===== src/rtl/fbfl_pkg.sv =====
// Shared types and constants for the fixed block free list allocator.
// No dependencies; fbfl_ctrl, fbfl_dp and the top level import this package.
package fbfl_pkg;

	// Fixed field widths of the request, result and register ports
	localparam int INDEX_W  = 10;
	localparam int OFFSET_W = 26;
	localparam int BYTES_W  = 16;
	localparam int POOL_W   = 11;
	localparam int STRIDE_W = BYTES_W + 1;
	localparam int CFG_W    = BYTES_W;

	// Configuration register indexes
	localparam logic REG_BLOCK_BYTES = 1'b0;
	localparam logic REG_POOL_BLOCKS = 1'b1;

	// Reset values of the configuration registers
	localparam logic [BYTES_W-1:0] BLOCK_BYTES_RST = 16'd4;
	localparam logic [POOL_W-1:0]  POOL_BLOCKS_RST = 11'd10;

	typedef enum logic [1:0] {
		ACT_INIT  = 2'd0,
		ACT_ALLOC = 2'd1,
		ACT_FREE  = 2'd2,
		ACT_RSVD  = 2'd3
	} action_t;

	typedef enum logic [2:0] {
		ST_ALLOCATED = 3'd0,
		ST_EMPTY     = 3'd1,
		ST_FREED     = 3'd2,
		ST_NULL      = 3'd3,
		ST_INIT      = 3'd4,
		ST_BAD       = 3'd5
	} status_t;

	// Commands from the controller to the datapath
	typedef struct packed {
		logic    init_load;
		logic    init_write;
		logic    init_commit;
		logic    alloc_issue;
		logic    alloc_commit;
		logic    free_commit;
		logic    emit;
		status_t code;
	} cmd_t;

	// Status from the datapath to the controller
	typedef struct packed {
		logic head_valid;
		logic bad_index;
		logic limit_zero;
		logic init_last;
	} sts_t;

endpackage


===== src/rtl/fbfl_ctrl.sv =====
// Controller of the free list allocator: sequences init, allocate and free.
// Depends on fbfl_pkg for command, status and code types.
module fbfl_ctrl
	import fbfl_pkg::*;
(
	input  logic       clk,
	input  logic       arst_n,
	input  logic       start,
	input  logic [1:0] action,
	input  logic       block_present,
	input  sts_t       sts,
	output cmd_t       cmd,
	output logic       busy
);

	typedef enum logic [1:0] {
		S_IDLE,
		S_INIT,
		S_ALLOC
	} state_t;

	state_t state_q;
	state_t state_d;

	// Decode the request and the walk into datapath commands
	always_comb begin
		cmd     = '0;
		cmd.code = ST_BAD;
		state_d = state_q;
		unique case (state_q)
			S_IDLE: begin
				if (start) begin
					unique case (action_t'(action))
						ACT_INIT: begin
							cmd.init_load = 1'b1;
							state_d       = S_INIT;
						end
						ACT_ALLOC: begin
							if (sts.head_valid) begin
								cmd.alloc_issue = 1'b1;
								state_d         = S_ALLOC;
							end else begin
								cmd.emit = 1'b1;
								cmd.code = ST_EMPTY;
							end
						end
						ACT_FREE: begin
							cmd.emit = 1'b1;
							priority if (!block_present) begin
								cmd.code = ST_NULL;
							end else if (sts.bad_index) begin
								cmd.code = ST_BAD;
							end else begin
								cmd.free_commit = 1'b1;
								cmd.code        = ST_FREED;
							end
						end
						ACT_RSVD: begin
							cmd.emit = 1'b1;
							cmd.code = ST_BAD;
						end
					endcase
				end
			end
			S_INIT: begin
				cmd.init_write = !sts.limit_zero;
				if (sts.limit_zero || sts.init_last) begin
					cmd.init_commit = 1'b1;
					cmd.emit        = 1'b1;
					cmd.code        = ST_INIT;
					state_d         = S_IDLE;
				end
			end
			S_ALLOC: begin
				cmd.alloc_commit = 1'b1;
				cmd.emit         = 1'b1;
				cmd.code         = ST_ALLOCATED;
				state_d          = S_IDLE;
			end
			default: begin
				state_d = S_IDLE;
			end
		endcase
	end

	// Hold state
	always_ff @(posedge clk or negedge arst_n) begin
		if (!arst_n) begin
			state_q <= S_IDLE;
		end else begin
			state_q <= state_d;
		end
	end

	assign busy = (state_q != S_IDLE);

endmodule


===== config.mk =====
export PLATFORM = sky130hd
export DESIGN_NAME = fbfl_ctrl
export DESIGN_NICKNAME = d
export VERILOG_FILES = /design/src/rtl/fbfl_pkg.sv /design/src/rtl/fbfl_ctrl.sv
export SDC_FILE = /design/constraint.sdc
export NUM_CORES = 1
export LEC_CHECK = 0
export BUFFER_PORTS_ARGS = -buffer_cell sky130_fd_sc_hd__buf_2
export CAP_MARGIN = 20
export CORE_AREA = 3 3 40 42
export DETAILED_ROUTE_END_ITERATION = 12
export DIE_AREA = 0 0 43 45
export HOLD_SLACK_MARGIN = 0.1
export SLEW_MARGIN = 0
export SYNTH_ARGS = -nofsm -noshare
export SYNTH_HDL_FRONTEND = slang
export SYNTH_SLANG_ARGS = --single-unit

===== constraint.sdc =====
create_clock -name clk -period 2.25 [get_ports clk]
set_clock_uncertainty 0.05 [all_clocks]
set_input_delay 0.225 -clock clk [delete_from_list [all_inputs] [get_ports clk]]
set_output_delay 0.225 -clock clk [all_outputs]
set_load 0.01 [all_outputs]

==> results_dict.tcl, run 1 <==
set metrics [dict create \
    die_h_um 45 \
    drc 0 \
    wl_met1_um 324 \
    ys_ff_latch 2 \
    core_area_sq_um 1280 \
    vias 282 \
    post_cts_buffers 0 \
    ys_warn_count 0 \
    rsz0062_at_grt "false" \
    stdcell_count 68 \
    die_w_um 43 \
    cp-end-kind "output port" \
    regMostFlops "state_q" \
    worst_pin_slew_ns 0.244 \
    synth_cells 30 \
    fillCellCount 150 \
    max_freq_ghz 0.624 \
    outcome "complete, no violations" \
    final.period_utilization_pct 71.2 \
    path_clk_slew_ns 0.03 \
    wl_met3_um 93 \
    hp-start "sts[3]" \
    hold_slack_ns 0.220 \
    grt_pass1_wl_um 959 \
    root_buffer "clkbuf_4" \
    slew_headroom_pct 83.5 \
    via_per_inst 4.15 \
    grt_pass1_vias 252 \
    synth_area_sq_um 208 \
    area_growth_pct 70.5 \
    gp_congestion 0.698 \
    final_hold_viol_count 0 \
    place_inst 64 \
    start_util_pct 16.2 \
    route.met2.wl_um 235 \
    pwr-share-clk_pct 47.0 \
    cellLeakagePower_nw 0.204 \
    syn_area_per_cell_sq_um 6.92 \
    p_int_uw 120 \
    slowest_stage "dfrtp_1" \
    drt_iter0_drc 3 \
    htreeDepth 1 \
    crit_fanout 6 \
    cts.sinks 2 \
    postRouteAntennaNets 0 \
    cp.required_ns 1.98 \
    port_buffers 20 \
    drive_above_1_share_pct 45.3 \
    numCtsBuffers 3 \
    synth_enable_flop_cells 0 \
    multi_input_area_sq_um 149 \
    whs_path_depth 3 \
    r2r-start "state_q[0]" \
    grt_usage_pct 6.92 \
    switchingPower_uw 49.8 \
    largest_reg_flops 2 \
    drt_wl_total_um 652 \
    ff_latch_area_sq_um 50.0 \
    yosysSeqAreaShare_pct 24.1 \
    io_pins 21 \
    hpwl_um 535 \
    ys_types 16 \
    ir_drop_uv 133 \
    largest_registers "state_q (2)" \
    ys.flop_type "dfrtp_1" \
    mappedNetlistNets 40 \
    cts_tree "done" \
    slew_viol_final 0 \
    grt_max_degree 9 \
    post-route-util_pct 27.6 \
    drt-pass1-iter-count 2 \
    clock_latency_ns 0.22 \
    period_minus_slack_ns 1.60 \
    nets 65 \
    critical_path_class "flip-flop to output port" \
    async_reset_ff_share_pct 100 \
    seq_power_share_pct 23.3 \
    startpoint_type "flip-flop" \
    antenna_found_initial 0 \
    die_area_sq_um 1940 \
    fin_setup_tns_ns 0 \
    r2r_cells 3 \
    overflow 0 \
    max-cap-violations 0 \
    worstPathArrival_ns 1.33 \
    setup_viol 0 \
    path_cells "nand2b_1 -> nor2_1 -> or3b_1 -> buf_2" \
    critPathMaxStageDelay_ns 0.41 \
    p_sw_share_pct 29.3 \
    n_antenna_cell 0 \
    top_layer "met3" \
    num_rows 13 \
    pwr_density_cell_nw_per_um2 480 \
    wl_per_cell_um 9.59 \
    min_path_type "input pin to flip-flop" \
    worstSetupStartpoint "state_q[0]" \
    comb_power_share_pct 29.7 \
    clock_path_buffers 2 \
]
-- repair_timing --
item                      in CTS  in global routing
resized for setup              0                  0
hold endpoints to repair       2                  0
hold buffers                   1                  0
-- path summary, 6_finish.rpt --
kind                                    to  slack (ns)
worst max-delay path                cmd[3]        0.65
worst min-delay path            state_q[1]        0.22
worst max register to register  state_q[1]        1.18
worst min register to register  state_q[0]        0.41
max in group asynchronous       state_q[1]        1.79
min in group asynchronous       state_q[0]        0.27
-- synthesized netlist by cell type, types with 2 or more instances --
master | number | share of area [%]
a21oi_1 | 3 | 7.2
dfrtp_1 | 2 | 24
nand2_1 | 3 | 5.4
nor2_1 | 6 | 11
nor2b_1 | 3 | 9.0
nor3_1 | 3 | 7.2
-- critical path: cells and delay by family (launching register included) --
family / cells / cell delay, ns
and+or+nand+nor: 3 / 0.55
buffers and inverters: 1 / 0.14
DFF: 1 / 0.41
-- cell families after synthesis --
logic type	Yosys count	synth area share, %
compound gates	5	13.2
buf+inv	2	4.21
flops	2	24.1
mux	1	5.42
simple gates	20	53.0
-- placed cells by master, fill, tap and decap left out --
| master | count |
|---|---|
| dlygate4sd3_1 | 1 |
| nor3_1 | 3 |
| and3_1 | 1 |
| and4bb_1 | 1 |
| a211oi_1 | 1 |
| a21oi_1 | 3 |
| nand2_1 | 3 |
| nor2b_1 | 3 |
| nand2b_1 | 1 |
| mux2_2 | 1 |
| clkbuf_4 | 3 |
| inv_1 | 1 |
| buf_2 | 20 |
| nor2_1 | 6 |
| o21ai_1 | 1 |
| dfrtp_1 | 2 |
| or3b_1 | 1 |
| nor4b_1 | 1 |
-- cell type report --
class                           count  area share [%]
Inverter                            1            1.06
Sequential cell                     2            14.1
Timing Repair Buffer               21            31.1
Tap cell                           15            5.30
Clock buffer                        3            6.36
Multi-Input combinational cell     26            42.0
-- power groups by stage --
stage,Clock [mW],Sequential [mW],Combinational (mW)
5_1_grt,0.0845,0.0401,0.0550
2_1_floorplan,0,0.0397,0.0268
6_report,0.0799,0.0396,0.0506
3_3_place_gp,0,0.0398,0.0488
4_1_cts,0.0838,0.0395,0.0510
3_5_place_dp,0,0.0399,0.0494
-- routing by layer --
| metal | vias up | GRT usage (%) |
|---|---|---|
| li1 | 150 | - |
| met1 | 115 | 8.94 |
| met2 | 17 | 8.38 |
| met3 | 0 | 3.59 |
| met4 | 0 | 5.42 |
| met5 | - | 0 |
-- per-stage QoR --
step / setup WS (ns) / cell area (sq um) / power, mW
after CTS: 0.637 / 354 / 0.174
after global routing: 0.539 / 354 / 0.180
after global placement: 0.883 / 322 / 0.0886
final: 0.648 / 354 / 0.170
after detailed placement: 0.882 / 322 / 0.0893
after floorplan: 0.973 / 208 / 0.0665
Power figures use the tool's default switching activity.
==> inputs of run 2 (changes only) <==
==> constraint.sdc (replaced) <==
create_clock -name clk -period 1.3 [get_ports clk]
set_clock_uncertainty 0.05 [all_clocks]
set_input_delay 0.13 -clock clk [delete_from_list [all_inputs] [get_ports clk]]
set_output_delay 0.13 -clock clk [all_outputs]
set_load 0.01 [all_outputs]
==> results_dict.tcl, run 2 (synthesis results as in run 1) <==
set metrics [dict create \
    outcome "finished with violations" \
    violations "setup timing" \
    max_freq_ghz 0.673 \
    worstPathArrival_ns 1.30 \
    final_hold_viol_count 0 \
    worstSetupStartpoint "state_q[0]" \
    cp-end-kind "output port" \
    nets 70 \
    final_common_cell "buf_2" \
    core_area_sq_um 1280 \
    drt_wl_total_um 729 \
    r2r-end "state_q[0]" \
    post-route-util_pct 32.1 \
    startpoint_type "flip-flop" \
    period_minus_slack_ns 1.48 \
    largest_registers "state_q (2)" \
    clock_latency_ns 0.22 \
    route.met2.wl_um 319 \
    p_total_uw 310 \
    start_util_pct 16.2 \
    io_pins 21 \
    layout_common_cells "20 x buf_2, 5 x buf_4, 4 x nor2_1" \
    ir_drop_uv 322 \
    hpwl_um 563 \
    clock_path_buffers 2 \
    slew_headroom_pct 81.7 \
    htreeDepth 1 \
    wl_met1_um 315 \
    root_buffer "clkbuf_4" \
    path_clk_slew_ns 0.03 \
    drive_above_1_share_pct 62.1 \
    top_layer "met3" \
    slew_viol_final 0 \
    hold_slack_ns 0.135 \
    final.period_utilization_pct 114 \
    crit_end "cmd[3]" \
    antenna_found_initial 0 \
    min_path_type "input pin to flip-flop" \
    regMostFlops "state_q" \
    die_w_um 43 \
    crit_fanout 5 \
    n_antenna_cell 0 \
    fin_area_sq_um 413 \
    grt_max_degree 9 \
    drt-pass1-iter-count 2 \
    drt_iter0_drc 6 \
    grt_pass1_vias 276 \
    pwr_density_cell_nw_per_um2 750 \
    grt_pass1_wl_um 1060 \
    rsz0062_at_grt "true" \
    placed_area_sq_um 329 \
    worst_pin_slew_ns 0.275 \
    cts_tree "done" \
    wl_per_cell_um 9.99 \
    critical_path_class "flip-flop to output port" \
    gp_congestion 0.703 \
    via_per_inst 4.37 \
    postRouteAntennaNets 0 \
    die_area_sq_um 1940 \
    wl_met3_um 93 \
    cts.sinks 2 \
    port_buffers 20 \
    num_rows 13 \
    reg2reg_setup_slack_ns 0.16 \
    die_h_um 45 \
    setup_viol 8 \
    r2r-start "state_q[0]" \
    largest_reg_flops 2 \
    r2r_cells 4 \
    setup_slack_ns -0.185 \
    numCtsBuffers 3 \
    cellLeakagePower_nw 0.229 \
    cp.required_ns 1.12 \
    drc 0 \
    overflow 0 \
    grt_usage_pct 7.74 \
    area_growth_pct 98.8 \
    hp-start "action[1]" \
    max-cap-violations 0 \
    vias 319 \
]
run 2: changes by cell type in the layout (fill, tap and decap cells not counted), sizes merged:
cell	change
buf	+5
run 2: final cells by class:
| cell class | count | area [sq um] |
|---|---|---|
| fillers | 153 | 872 |
| clock buffers | 3 | 22.5 |
| inverters | 1 | 3.75 |
| well taps | 15 | 18.8 |
| repair buffers | 26 | 148 |
| multi-input cells | 26 | 169 |
| flip-flops and latches | 2 | 51.3 |
run 2: worst min-delay path by stage:
stage                 endpoint  slack (ns)  depth (start not counted)
finish              state_q[1]        0.14                          2
floorplan           state_q[0]       -0.22                          0
global route        state_q[1]        0.14                          2
detailed placement  state_q[1]       -0.13                          1
CTS                 state_q[1]        0.12                          2
global placement    state_q[0]       -0.13                          1
run 2: per-layer routing:
layer	vias to the layer above	global-route usage [%]
li1	161	-
met1	139	8.19
met2	19	11.4
met3	0	4.78
met4	0	5.42
met5	-	0
run 2: through the flow:
step	worst slack (ns)	std cells	setup TNS, ns
after floorplan	0.118	30	0
after global placement	0.0548	65	0
after detailed placement	0.0250	65	0
after CTS	-0.171	72	-0.714
after global routing	-0.249	73	-1.42
final	-0.185	73	-0.708
run 2: repair_timing:
action / in CTS / in global routing
gates resized for setup: 1 / 6
pin swaps: 4 / 1
hold buffers: 1 / 0
buffers inserted: 3 / 1
setup endpoints to repair: 6 / 10
hold endpoints to repair: 2 / 0
run 2: worst max-delay path, stage by stage, from the launching register on:
cell	delay, ns
dfrtp_2	0.42
nand2b_1	0.13
nor2_2	0.06
or3b_1	0.33
buf_2	0.14
run 2: power by group:
group          switching [mW]  leakage, nW  internal [mW]
registers             0.00357       0.0257         0.0658
logic                  0.0531        0.190         0.0550
clock network          0.0309       0.0138          0.101
total                  0.0875        0.229          0.222
